--- config.mk ---
export PLATFORM = sky130hd
export DESIGN_NAME = line_frame_receive_buffer_unit_flat
export DESIGN_NICKNAME = d
export VERILOG_FILES = /design/src/rtl/lfrb_pkg.sv /design/src/rtl/lfrb_if.sv /design/src/rtl/lfrb_datapath.sv /design/src/rtl/lfrb_ctrl.sv /design/src/rtl/line_frame_receive_buffer_unit.sv /design/src/flat_wrapper.sv
export SDC_FILE = /design/constraint.sdc
export NUM_CORES = 1
export LEC_CHECK = 0
export BUFFER_PORTS_ARGS = -buffer_cell sky130_fd_sc_hd__buf_2
export CAP_MARGIN = 5
export CORE_MARGIN = 1.5
export CORE_UTILIZATION = 63
export CTS_CLUSTER_DIAMETER = 40
export DETAILED_ROUTE_END_ITERATION = 8
export GPL_ROUTABILITY_DRIVEN = 0
export PLACE_DENSITY = 0.78
export SETUP_SLACK_MARGIN = 0.1
export SYNTH_ARGS = -nofsm -noshare
export SYNTH_HDL_FRONTEND = slang
export SYNTH_HIERARCHICAL = 1
export SYNTH_SLANG_ARGS = --single-unit
--- constraint.sdc ---
create_clock -name clk -period 8.7 [get_ports clk]
set_clock_uncertainty 0.05 [all_clocks]
set_input_delay 0 -clock clk [delete_from_list [all_inputs] [get_ports clk]]
set_output_delay 0 -clock clk [all_outputs]
set_load 0.05 [all_outputs]
--- src/rtl/lfrb_pkg.sv ---
`timescale 1ns / 1ps

package lfrb_pkg;

  // Payload widths
  localparam int ACTION_W = 2;
  localparam int BYTE_W   = 8;
  localparam int LIMIT_W  = 7;
  localparam int FILL_W   = 6;

  // Action codes
  localparam logic [ACTION_W-1:0] ACT_RECEIVE = 2'd0;
  localparam logic [ACTION_W-1:0] ACT_TAKE    = 2'd1;
  localparam logic [ACTION_W-1:0] ACT_CLEAR   = 2'd2;

  // Special characters
  localparam logic [BYTE_W-1:0] CH_LF  = 8'h0A;
  localparam logic [BYTE_W-1:0] CH_CR  = 8'h0D;
  localparam logic [BYTE_W-1:0] CH_NUL = 8'h00;

  // Datapath operations
  typedef logic [3:0] dp_op_t;
  localparam dp_op_t OP_NOP      = 4'd0;
  localparam dp_op_t OP_LATCH    = 4'd1;  // capture input, base <= head, clear counters
  localparam dp_op_t OP_CLEAR    = 4'd2;  // empty the store, drop the flag
  localparam dp_op_t OP_WR_ZERO0 = 4'd3;  // zero byte at logical BUF_SIZE-2
  localparam dp_op_t OP_WR_ZERO1 = 4'd4;  // zero byte at logical BUF_SIZE-1, drop lower half
  localparam dp_op_t OP_APPEND   = 4'd5;  // store the received byte
  localparam dp_op_t OP_SCAN_RD  = 4'd6;  // read base+cnt
  localparam dp_op_t OP_SCAN_ADV = 4'd7;  // count one frame byte
  localparam dp_op_t OP_COMMIT   = 4'd8;  // consume cnt bytes
  localparam dp_op_t OP_EMIT_RD  = 4'd9;  // read base+idx
  localparam dp_op_t OP_IDX_ADV  = 4'd10; // next emitted byte

  typedef struct packed {
    dp_op_t op;
    logic   out_load;    // load the result register
    logic   out_status;  // load a status result instead of a frame byte
  } dp_cmd_t;

  typedef struct packed {
    logic [ACTION_W-1:0] action;
    logic                limit_small;
    logic                is_full;
    logic                scan_go;
    logic                byte_zero;
    logic                byte_eol;
    logic                cnt_zero;
    logic                emit_last;
    logic                out_free;
  } dp_status_t;

endpackage

--- src/rtl/lfrb_if.sv ---
`timescale 1ns / 1ps

// Request channel
interface lfrb_in_if import lfrb_pkg::*; ();
  logic                valid;
  logic                ready;
  logic [ACTION_W-1:0] action;
  logic [BYTE_W-1:0]   rx_byte;
  logic [LIMIT_W-1:0]  copy_limit;

  modport source (output valid, output action, output rx_byte, output copy_limit,
                  input ready);
  modport sink   (input valid, input action, input rx_byte, input copy_limit,
                  output ready);
endinterface

// Result channel
interface lfrb_out_if import lfrb_pkg::*; ();
  logic              valid;
  logic              ready;
  logic [BYTE_W-1:0] out_byte;
  logic              byte_valid;
  logic              last;
  logic              frame_ready;
  logic [FILL_W-1:0] fill_count;

  modport source (output valid, output out_byte, output byte_valid, output last,
                  output frame_ready, output fill_count, input ready);
  modport sink   (input valid, input out_byte, input byte_valid, input last,
                  input frame_ready, input fill_count, output ready);
endinterface

--- src/rtl/lfrb_datapath.sv ---
`timescale 1ns / 1ps

module lfrb_datapath import lfrb_pkg::*; #(
  parameter int BUF_SIZE = 64
) (
  input  logic                clk,
  input  logic                rst,
  input  dp_cmd_t             cmd,
  output dp_status_t          sts,
  input  logic [ACTION_W-1:0] in_action,
  input  logic [BYTE_W-1:0]   in_rx_byte,
  input  logic [LIMIT_W-1:0]  in_copy_limit,
  lfrb_out_if.source          out_ch
);

  localparam int AW = $clog2(BUF_SIZE);
  localparam int SW = AW + 1;
  localparam logic [AW-1:0] OFF_Z0 = AW'(BUF_SIZE - 2);
  localparam logic [AW-1:0] OFF_Z1 = AW'(BUF_SIZE - 1);
  localparam logic [AW-1:0] HALF   = AW'(BUF_SIZE / 2);

  // Circular address: one add and one compare-subtract
  function automatic logic [AW-1:0] wrap_add(input logic [AW-1:0] a,
                                             input logic [AW-1:0] b);
    logic [SW-1:0] s;
    s = {1'b0, a} + {1'b0, b};
    if (s >= SW'(BUF_SIZE)) s = s - SW'(BUF_SIZE);
    return s[AW-1:0];
  endfunction

  function automatic logic is_eol(input logic [BYTE_W-1:0] b);
    return (b == CH_LF) || (b == CH_CR);
  endfunction

  // Buffer state
  logic [AW-1:0] head;
  logic [AW-1:0] fill;
  logic          flag;

  // Per-request working registers
  logic [AW-1:0]       base;
  logic [AW-1:0]       cnt;
  logic [AW-1:0]       idx;
  logic [ACTION_W-1:0] act_q;
  logic [BYTE_W-1:0]   byte_q;
  logic [LIMIT_W-1:0]  limit_q;

  // Byte store
  logic [BYTE_W-1:0] mem [BUF_SIZE];
  logic [BYTE_W-1:0] rdata;
  logic              wr_en;
  logic              rd_en;
  logic [AW-1:0]     waddr;
  logic [AW-1:0]     raddr;
  logic [BYTE_W-1:0] wdata;

  // Result register
  logic              out_valid;
  logic [BYTE_W-1:0] out_byte;
  logic              out_bvalid;
  logic              out_last;
  logic              out_flag;
  logic [FILL_W-1:0] out_fill;

  // Store address and data select
  always_comb begin
    wr_en = 1'b0;
    waddr = head;
    wdata = byte_q;
    raddr = wrap_add(base, cnt);
    unique case (cmd.op)
      OP_WR_ZERO0: begin
        wr_en = 1'b1;
        waddr = wrap_add(head, OFF_Z0);
        wdata = CH_NUL;
      end
      OP_WR_ZERO1: begin
        wr_en = 1'b1;
        waddr = wrap_add(head, OFF_Z1);
        wdata = CH_NUL;
      end
      OP_APPEND: begin
        wr_en = 1'b1;
        waddr = wrap_add(head, fill);
      end
      OP_EMIT_RD: raddr = wrap_add(base, idx);
      default: ;
    endcase
  end

  assign rd_en = (cmd.op == OP_SCAN_RD) || (cmd.op == OP_EMIT_RD);

  always_ff @(posedge clk) begin
    if (wr_en) mem[waddr] <= wdata;
    if (rd_en) rdata <= mem[raddr];
  end

  // Head, fill and flag
  always_ff @(posedge clk) begin
    if (rst) begin
      head <= '0;
      fill <= '0;
      flag <= 1'b0;
    end else begin
      unique case (cmd.op)
        OP_CLEAR: begin
          fill <= '0;
          flag <= 1'b0;
        end
        OP_WR_ZERO1: begin
          head <= wrap_add(head, HALF);
          fill <= HALF;
        end
        OP_APPEND: begin
          fill <= fill + AW'(1);
          if (is_eol(byte_q)) flag <= 1'b1;
        end
        OP_COMMIT: begin
          head <= wrap_add(head, cnt);
          fill <= fill - cnt;
          if (cnt == fill) flag <= 1'b0;
        end
        default: ;
      endcase
    end
  end

  // Request capture and walk counters
  always_ff @(posedge clk) begin
    unique case (cmd.op)
      OP_LATCH: begin
        act_q   <= in_action;
        byte_q  <= in_rx_byte;
        limit_q <= in_copy_limit;
        base    <= head;
        cnt     <= '0;
        idx     <= '0;
      end
      OP_SCAN_ADV: cnt <= cnt + AW'(1);
      OP_IDX_ADV:  idx <= idx + AW'(1);
      default: ;
    endcase
  end

  // Result register: freed by a transfer, refilled by a load
  always_ff @(posedge clk) begin
    if (rst) begin
      out_valid <= 1'b0;
    end else if (cmd.out_load) begin
      out_valid <= 1'b1;
    end else if (out_ch.ready) begin
      out_valid <= 1'b0;
    end
  end

  always_ff @(posedge clk) begin
    if (cmd.out_load) begin
      out_byte   <= cmd.out_status ? CH_NUL : rdata;
      out_bvalid <= !cmd.out_status;
      out_last   <= cmd.out_status || sts.emit_last;
      out_flag   <= flag;
      out_fill   <= FILL_W'(fill);
    end
  end

  assign out_ch.valid       = out_valid;
  assign out_ch.out_byte    = out_byte;
  assign out_ch.byte_valid  = out_bvalid;
  assign out_ch.last        = out_last;
  assign out_ch.frame_ready = out_flag;
  assign out_ch.fill_count  = out_fill;

  // Status to the controller
  always_comb begin
    sts.action      = act_q;
    sts.limit_small = limit_q < LIMIT_W'(2);
    sts.is_full     = fill >= OFF_Z0;
    sts.scan_go     = ((LIMIT_W'(cnt) + LIMIT_W'(1)) < limit_q) && (cnt < fill);
    sts.byte_zero   = rdata == CH_NUL;
    sts.byte_eol    = is_eol(rdata);
    sts.cnt_zero    = cnt == '0;
    sts.emit_last   = (SW'(idx) + SW'(1)) == SW'(cnt);
    sts.out_free    = !out_valid || out_ch.ready;
  end

endmodule

--- src/rtl/lfrb_ctrl.sv ---
`timescale 1ns / 1ps

module lfrb_ctrl import lfrb_pkg::*; (
  input  logic       clk,
  input  logic       rst,
  input  logic       in_valid,
  output logic       in_ready,
  input  dp_status_t sts,
  output dp_cmd_t    cmd
);

  localparam logic [3:0] S_IDLE    = 4'd0;
  localparam logic [3:0] S_DECODE  = 4'd1;
  localparam logic [3:0] S_RX_Z0   = 4'd2;
  localparam logic [3:0] S_RX_Z1   = 4'd3;
  localparam logic [3:0] S_RX_APP  = 4'd4;
  localparam logic [3:0] S_STATUS  = 4'd5;
  localparam logic [3:0] S_SC_REQ  = 4'd6;
  localparam logic [3:0] S_SC_CHK  = 4'd7;
  localparam logic [3:0] S_COMMIT  = 4'd8;
  localparam logic [3:0] S_EM_REQ  = 4'd9;
  localparam logic [3:0] S_EM_OUT  = 4'd10;

  logic [3:0] state;
  logic [3:0] state_next;

  assign in_ready = state == S_IDLE;

  always_ff @(posedge clk) begin
    if (rst) begin
      state <= S_IDLE;
    end else begin
      state <= state_next;
    end
  end

  // Sequencing
  always_comb begin
    state_next     = state;
    cmd.op         = OP_NOP;
    cmd.out_load   = 1'b0;
    cmd.out_status = 1'b0;
    unique case (state)
      S_IDLE: begin
        if (in_valid) begin
          cmd.op     = OP_LATCH;
          state_next = S_DECODE;
        end
      end
      S_DECODE: begin
        priority if (sts.action == ACT_RECEIVE) begin
          state_next = sts.is_full ? S_RX_Z0 : S_RX_APP;
        end else if (sts.action == ACT_TAKE) begin
          state_next = sts.limit_small ? S_STATUS : S_SC_REQ;
        end else if (sts.action == ACT_CLEAR) begin
          cmd.op     = OP_CLEAR;
          state_next = S_STATUS;
        end else begin
          state_next = S_STATUS;
        end
      end
      S_RX_Z0: begin
        cmd.op     = OP_WR_ZERO0;
        state_next = S_RX_Z1;
      end
      S_RX_Z1: begin
        cmd.op     = OP_WR_ZERO1;
        state_next = S_RX_APP;
      end
      S_RX_APP: begin
        cmd.op     = OP_APPEND;
        state_next = S_STATUS;
      end
      S_STATUS: begin
        if (sts.out_free) begin
          cmd.out_load   = 1'b1;
          cmd.out_status = 1'b1;
          state_next     = S_IDLE;
        end
      end
      // Find the frame length
      S_SC_REQ: begin
        if (sts.scan_go) begin
          cmd.op     = OP_SCAN_RD;
          state_next = S_SC_CHK;
        end else begin
          state_next = S_COMMIT;
        end
      end
      S_SC_CHK: begin
        if (sts.byte_zero) begin
          state_next = S_COMMIT;
        end else begin
          cmd.op     = OP_SCAN_ADV;
          state_next = sts.byte_eol ? S_COMMIT : S_SC_REQ;
        end
      end
      S_COMMIT: begin
        cmd.op     = OP_COMMIT;
        state_next = sts.cnt_zero ? S_STATUS : S_EM_REQ;
      end
      // Replay the frame bytes
      S_EM_REQ: begin
        cmd.op     = OP_EMIT_RD;
        state_next = S_EM_OUT;
      end
      S_EM_OUT: begin
        if (sts.out_free) begin
          cmd.op       = OP_IDX_ADV;
          cmd.out_load = 1'b1;
          state_next   = sts.emit_last ? S_IDLE : S_EM_REQ;
        end
      end
      default: state_next = S_IDLE;
    endcase
  end

endmodule

--- src/rtl/line_frame_receive_buffer_unit.sv ---
`timescale 1ns / 1ps
// Receive byte: append, then load the status result; a full store folds its upper half
// down first. Clear, unused action and small limit load only the status result.
// One request is worked on at a time. Take frame: scan to a line end, NUL, limit or fill,
// commit, then emit bytes in turn (one store read port), or the status result if none.
// Results wait in an output register; a new request is taken once the last one is loaded.
// Reset is synchronous: fill and flag clear at once, store contents stay undefined.

module line_frame_receive_buffer_unit import lfrb_pkg::*; #(
  parameter int BUF_SIZE = 64
) (
  input  logic       clk,
  input  logic       rst,
  lfrb_in_if.sink    in_ch,
  lfrb_out_if.source out_ch
);

  dp_cmd_t    cmd;
  dp_status_t sts;

  lfrb_ctrl u_ctrl (
    .clk      (clk),
    .rst      (rst),
    .in_valid (in_ch.valid),
    .in_ready (in_ch.ready),
    .sts      (sts),
    .cmd      (cmd)
  );

  lfrb_datapath #(
    .BUF_SIZE (BUF_SIZE)
  ) u_datapath (
    .clk           (clk),
    .rst           (rst),
    .cmd           (cmd),
    .sts           (sts),
    .in_action     (in_ch.action),
    .in_rx_byte    (in_ch.rx_byte),
    .in_copy_limit (in_ch.copy_limit),
    .out_ch        (out_ch)
  );

`ifndef SYNTHESIS
  // Busy in the cycle after a request transfer
  a_busy_after_accept: assert property (@(posedge clk) disable iff (rst)
    (in_ch.valid && in_ch.ready) |=> !in_ch.ready)
    else $error("request taken while previous one in progress");

  // Fold keeps the fill at or below BUF_SIZE-2
  a_fill_bound: assert property (@(posedge clk) disable iff (rst)
    out_ch.valid |-> (out_ch.fill_count <= FILL_W'(BUF_SIZE - 2)))
    else $error("fill count beyond store capacity");

  // A status result is always the only result of its request
  a_status_last: assert property (@(posedge clk) disable iff (rst)
    (out_ch.valid && !out_ch.byte_valid) |-> out_ch.last)
    else $error("status result not marked last");

  // Result and command loads never collide with a held result
  a_no_overwrite: assert property (@(posedge clk) disable iff (rst)
    (out_ch.valid && !out_ch.ready) |-> !cmd.out_load)
    else $error("result register overwritten before transfer");
`endif

endmodule
--- src/flat_wrapper.sv ---
// flat-port wrapper written by rule: the top's interface ports become plain ports
module line_frame_receive_buffer_unit_flat import lfrb_pkg::*;
#(
  parameter int BUF_SIZE = 64
)
  (clk, rst, in_ch_valid, in_ch_action, in_ch_rx_byte, in_ch_copy_limit, in_ch_ready, out_ch_valid, out_ch_out_byte, out_ch_byte_valid, out_ch_last, out_ch_frame_ready, out_ch_fill_count, out_ch_ready);
  lfrb_in_if in_ch_i ();
  lfrb_out_if out_ch_i ();
  input  logic clk;
  input  logic rst;
  input wire logic [$bits(in_ch_i.valid)-1:0] in_ch_valid;
  input wire logic [$bits(in_ch_i.action)-1:0] in_ch_action;
  input wire logic [$bits(in_ch_i.rx_byte)-1:0] in_ch_rx_byte;
  input wire logic [$bits(in_ch_i.copy_limit)-1:0] in_ch_copy_limit;
  output wire logic [$bits(in_ch_i.ready)-1:0] in_ch_ready;
  output wire logic [$bits(out_ch_i.valid)-1:0] out_ch_valid;
  output wire logic [$bits(out_ch_i.out_byte)-1:0] out_ch_out_byte;
  output wire logic [$bits(out_ch_i.byte_valid)-1:0] out_ch_byte_valid;
  output wire logic [$bits(out_ch_i.last)-1:0] out_ch_last;
  output wire logic [$bits(out_ch_i.frame_ready)-1:0] out_ch_frame_ready;
  output wire logic [$bits(out_ch_i.fill_count)-1:0] out_ch_fill_count;
  input wire logic [$bits(out_ch_i.ready)-1:0] out_ch_ready;
  assign in_ch_i.valid = in_ch_valid;
  assign in_ch_i.action = in_ch_action;
  assign in_ch_i.rx_byte = in_ch_rx_byte;
  assign in_ch_i.copy_limit = in_ch_copy_limit;
  assign in_ch_ready = in_ch_i.ready;
  assign out_ch_valid = out_ch_i.valid;
  assign out_ch_out_byte = out_ch_i.out_byte;
  assign out_ch_byte_valid = out_ch_i.byte_valid;
  assign out_ch_last = out_ch_i.last;
  assign out_ch_frame_ready = out_ch_i.frame_ready;
  assign out_ch_fill_count = out_ch_i.fill_count;
  assign out_ch_i.ready = out_ch_ready;
  line_frame_receive_buffer_unit #(.BUF_SIZE(BUF_SIZE)) u_core (.clk(clk), .rst(rst), .in_ch(in_ch_i), .out_ch(out_ch_i));
endmodule
After elaboration in Yosys (flattened, before gate mapping)
Memories as Yosys holds them, arrays and structs flattened. A register that Yosys moved wholly into a read port is not among the register bits.
Index checks and enable logic that the tools add are counted.

storage, ports and cells
  output and inout port bits = 19
  register bits after elaboration = 70
  bits in latches = 0
  input port bits = 21
  bits in read-only memories = 0
  memory bits (writable) = 512
  memories = 1
  logic and storage cells = 149

operators by class
  reduce and logical (&&, ||, !) cells = 22
  multipliers = 0
  multiplexer cells = 46
  order comparisons = 11
  shifts and indexed selects = 0
  div/mod/pow operators = 0
  add/sub/neg operators = 20
  bitwise gates (word level) = 0
  equal/unequal tests = 33

memory list
  memory                 depth  width  rd ports  clocked after memory_dff  wr ports  line                 RTL
  u_core.u_datapath.mem  64     8      1         1                         1         lfrb_datapath.sv:49  logic [BYTE_W-1:0] mem [BUF_SIZE];

operator list
  operator                                                   count
  greater-or-equal comparator 7 bit (second input constant)  7
  two-way mux 6 bit                                          8
  case mux 4 bit (11 select lines)                           1
  subtractor 6 x 1 -> 6 bit (second input constant)          7
  case mux 4 bit (10 select lines)                           1
  case mux 6 bit (2 select lines)                            3
  == test 4 x 3 -> 1 bit (second input constant)             8
  == test 8 x 4 -> 1 bit (second input constant)             4
  two-way mux 4 bit                                          8
  adder 6 x 6 -> 7 bit                                       4
  == test 4 bit (second input constant)                      6
  case mux 6 bit (4 select lines)                            1
  adder 6 x 6 -> 7 bit (second input constant)               3
  adder 6 x 1 -> 6 bit (second input constant)               3
  case mux 6 bit (3 select lines)                            1
  == test 4 x 2 -> 1 bit (second input constant)             4
  adder 6 x 1 -> 7 bit (second input constant)               2
  two-way mux 2 bit                                          6
  two-way mux 3 bit                                          4
  two-way mux 1 bit                                          9
  == test 4 x 1 -> 1 bit (second input constant)             2
  zero test 8 bit                                            1
  two-way mux 8 bit                                          1
  nonzero test 2 bit                                         4
  25 further kinds                                           34

Longest topological paths before layout
  depth after elaboration = 10
  mapped depth = 27

Modules after synthesis
Netlist, hierarchy kept.

by module, submodules not included
  module         cells an instance  area each (um^2)  times used  sequential area each (um^2)
  lfrb_datapath  1312               24344.6           1           17456.7
  lfrb_ctrl      82                 553.0             1           80.1

Worst setup path before layout
Ideal clock, no wire load.

  path type = register to register
  start point = reg u_core.u_datapath.cnt[1]
  end point = reg u_core.u_datapath.rdata[7], read port of u_core.u_datapath.mem, data pin
  period minus slack after synthesis = 5.712 ns
  buffers on the path = 3
  setup slack = 2.988 ns
  arrival time = 5.382 ns
  cell stages (with the launch flop) = 27
  cell sequence = edfxtp_1 -> inv_1 -> ha_1 -> ha_1 -> a21o_1 -> a21oi_1 -> nor2b_1 -> o21ai_0 -> a21oi_1 -> nor4_1 -> nand2b_1 -> nand3_1 -> a21oi_1 -> nand2b_4 -> nor2_2 -> clkbuf_1 -> o21ai_0 -> ha_1 -> inv_1 -> fa_1 -> clkbuf_1 -> clkbuf_1 -> mux4_2 -> mux2i_1 -> mux2i_1 -> mux2i_1 -> mux2i_1

RTL lines
  what                      line                  RTL
  start: declaration        lfrb_datapath.sv:42   logic [AW-1:0] cnt;
  start signal: assignment  lfrb_datapath.sv:139  OP_SCAN_ADV: cnt <= cnt + AW'(1);
  end: declaration          lfrb_datapath.sv:50   logic [BYTE_W-1:0] rdata;

==> metrics.md <==
| Metric | Value |
|---|---|
| Outcome | `finished clean` |
| Worst Tran Pin Value | `1.28 ns` |
| Total global-route track usage | `0.274` |
| Largest net degree at the start of global routing | `65` |
| Post-route ant nets | `0` |
| Hold Path Class | `in -> reg` |
| Hold buffer count at CTS | `20` |
| Asr flop ratio synth | `0` |
| Initial antenna violation count | `0` |
| Drt initial violations | `1333` |
| Wire length on met3 | `4.24 mm` |
| Initial Util | `0.641` |
| Area delta synth->final | `14.9%` |
| Buffer depth of the longest clock path | `3` |
| Final wirelength | `53.9 mm` |
| Yosys top cell area share | `0.690` |
| Via-per-instance ratio | `6.43` |
| # DRC | `0` |
| CP top delay family | `adder cells` |
| CP max stage delay | `1.28 ns` |
| Drt first pass iters | `5` |
| RSZ-0062 raised after global routing | `false` |
| Area leader, netlist | `edfxtp_1` |
| Count leader, synth | `edfxtp_1` |
| Clk sinks | `590` |
| CTS buffer count | `76` |
| Max Cap Violations | `0` |
| IO buf count | `39` |
| Post-synth EDFFs | `572` |
| CTS clk-pin slew, worst paths | `0.06 ns` |
| Metal2 WL | `26.9 mm` |
| Distinct cells, synth | `66` |
| Sequential element share of the synthesized area | `0.704` |
| CTS tree | `built` |
| Endpoints failing hold | `0` |
| Commonest cells in the netlist | `572 x edfxtp_1, 130 x mux4_2, 116 x mux2i_1` |
| Core ar. | `0.0388 sq mm` |
| Top Ports | `40` |
| Mean Syn Cell Area | `17.9 sq um` |
| Yosys Warn Count | `6` |
| Top Metal Used | `met4` |
| Largest cells by area after synthesis | `edfxtp_1 69%, mux4_2 12%, mux2i_1 4.7%, nor2_1 1.7%, ha_1 1.7%` |
| Top cell by count, worst path | `mux2i_1` |
| Tmin final | `7.42 ns` |
| First-pass GRT wire length | `82.3 mm` |
| Non-Filler Instances | `2073` |
| Average wire per standard cell | `26.0 microns` |
| CP Class | `reg -> reg` |
| Post_cts resized | `0` |
| CP Launch Type | `flip-flop` |
| DP Cell Count | `1912` |
| Vias in the first global route | `13500` |
| Dpl hpwl | `31.3 mm` |
| Die footprint | `0.0407 sq mm` |
| Setup bufs post-CTS | `0` |
| CP arrival | `7.69 ns` |
| Critical path buffers and inverters | `5` |
| Required time worst endpoint | `8.97 ns` |
| Levels on crit path | `26` |
| Sum Neg Setup Slack | `0 ns` |
| Hold path depth | `2` |
| Synth Net Count | `1452` |
| Skew-Pair Late Insertion Delay | `0.61 ns` |
| Final period utilization | `0.852` |
| M1 wire length | `21.4 mm` |
| GRT overflow | `0` |
| Rel. slew slack | `0.146` |
| #FFs+latches synth | `590` |
| Htree depth | `3` |
| Die height | `202 microns` |
| Setup crit end kind | `flip-flop` |
| Die span in x | `202 microns` |
| Crit-path max FO | `43` |
| Core Rows | `72` |
| Via count | `13300` |
| Finished Cell Area | `0.0286 sq mm` |
| Cell Area, Synth | `0.0249 sq mm` |
| Crit path max-delay cell type | `fa_4` |
| Antenna Cells | `0` |
| Layout cells sized above 1 | `0.225` |
| Final net count | `1550` |
| Placed Area | `0.0257 sq mm` |
| FMAX | `0.135 GHz` |
| Synth Flop Type | `edfxtp_1` |
| Root buffer cell | `clkbuf_16` |
| R2r worst-path depth | `26` |
| Syn Inst Count | `1394` |
| Final setup vio count | `0` |
| Max-slew violations | `0` |
==> layer usage <==
metal	track usage	vias up
met1	0.384	6815
li1	-	5784
met3	0.0526	100
met2	0.440	625
met4	0.0957	0
met5	0	-
==> metrics by stage <==
stage                      util  hold WS [ns]  setup slack, ns
after floorplan               -        0.0124             2.99
after global placement    0.663         0.127             1.44
after detailed placement  0.663         0.128             1.38
after CTS                 0.737        0.0346             1.37
after global routing      0.737        0.0403            0.872
final                     0.737        0.0633             1.28
==> cells in the final DEF, fill, tap and decap left out, types with 4 or more instances in the layout <==
master,count
edfxtp_1,572
mux4_2,130
mux2i_1,116
nor2_1,114
clkbuf_16,77
nand2_1,50
buf_2,39
inv_1,34
a21oi_1,33
ha_1,32
o21ai_0,28
dlygate4sd3_1,20
nor2b_1,20
nor3_1,18
dfxtp_1,18
nand3_1,17
xnor2_1,17
buf_4,15
inv_6,13
bufinv_16,10
xor2_1,10
clkinv_1,9
nand2b_1,8
nor3b_1,8
a21o_1,8
and2_2,8
clkinv_2,6
clkinv_4,6
clkbuf_1,6
or2_2,6
a31oi_1,5
nand4_1,5
buf_12,5
clkinv_8,4
clkinvlp_4,4
inv_8,4
o22ai_1,4
or4_1,4
==> final cells by class <==
class                   instances  area (sq um)
flip-flops and latches        590         17500
fillers                      2192         10200
multi-input cells             709          7010
clock buffers                  83          1950
clock inverters                58           721
well taps                     518           648
repair buffers                 79           608
inverters                      36           135
==> sequential cells by signal (all words and copies together) (netlist names), 2 cells and up <==
signal,cells
u_core/u_datapath/rdata,8
u_core/u_datapath/mem,512
u_core/u_datapath/cnt,6
u_core/u_datapath/idx,6
u_core/u_datapath/fill,6
u_core/u_datapath/head,6
u_core/u_datapath/out_ch.out_byte,8
u_core/u_datapath/act_q,2
u_core/u_datapath/base,6
u_core/u_ctrl/state,4
u_core/u_datapath/limit_q,7
u_core/u_datapath/byte_q,8
u_core/u_datapath/out_ch.fill_count,6
==> final timing paths <==
path / from / endpoint / slack [ns]
hold / removal: in_ch_rx_byte[2] / u_core/u_datapath/byte_q[2] / 0.06
setup reg to reg: u_core/u_datapath/cnt[1] / u_core/u_datapath/rdata[1] / 1.28
hold reg to reg: u_core/u_datapath/flag / u_core/u_datapath/out_ch.frame_ready / 0.44
setup / recovery: u_core/u_datapath/cnt[1] / u_core/u_datapath/rdata[1] / 1.28
==> cells by family after synthesis <==
kind of cell             count (synthesis)  share of synthesized area
XOR/XNOR                                31                     0.0115
buffers and inverters                   95                     0.0162
AO/OA/AOI/OAI                          114                     0.0289
AND/OR/NAND/NOR                        280                     0.0546
adder cells (fa/ha/maj)                 37                     0.0198
flip-flops                             590                      0.704
multiplexers                           247                      0.165
Power is not shown: default switching activity piles up to over one toggle a cycle in this logic, so the estimate is an artifact.
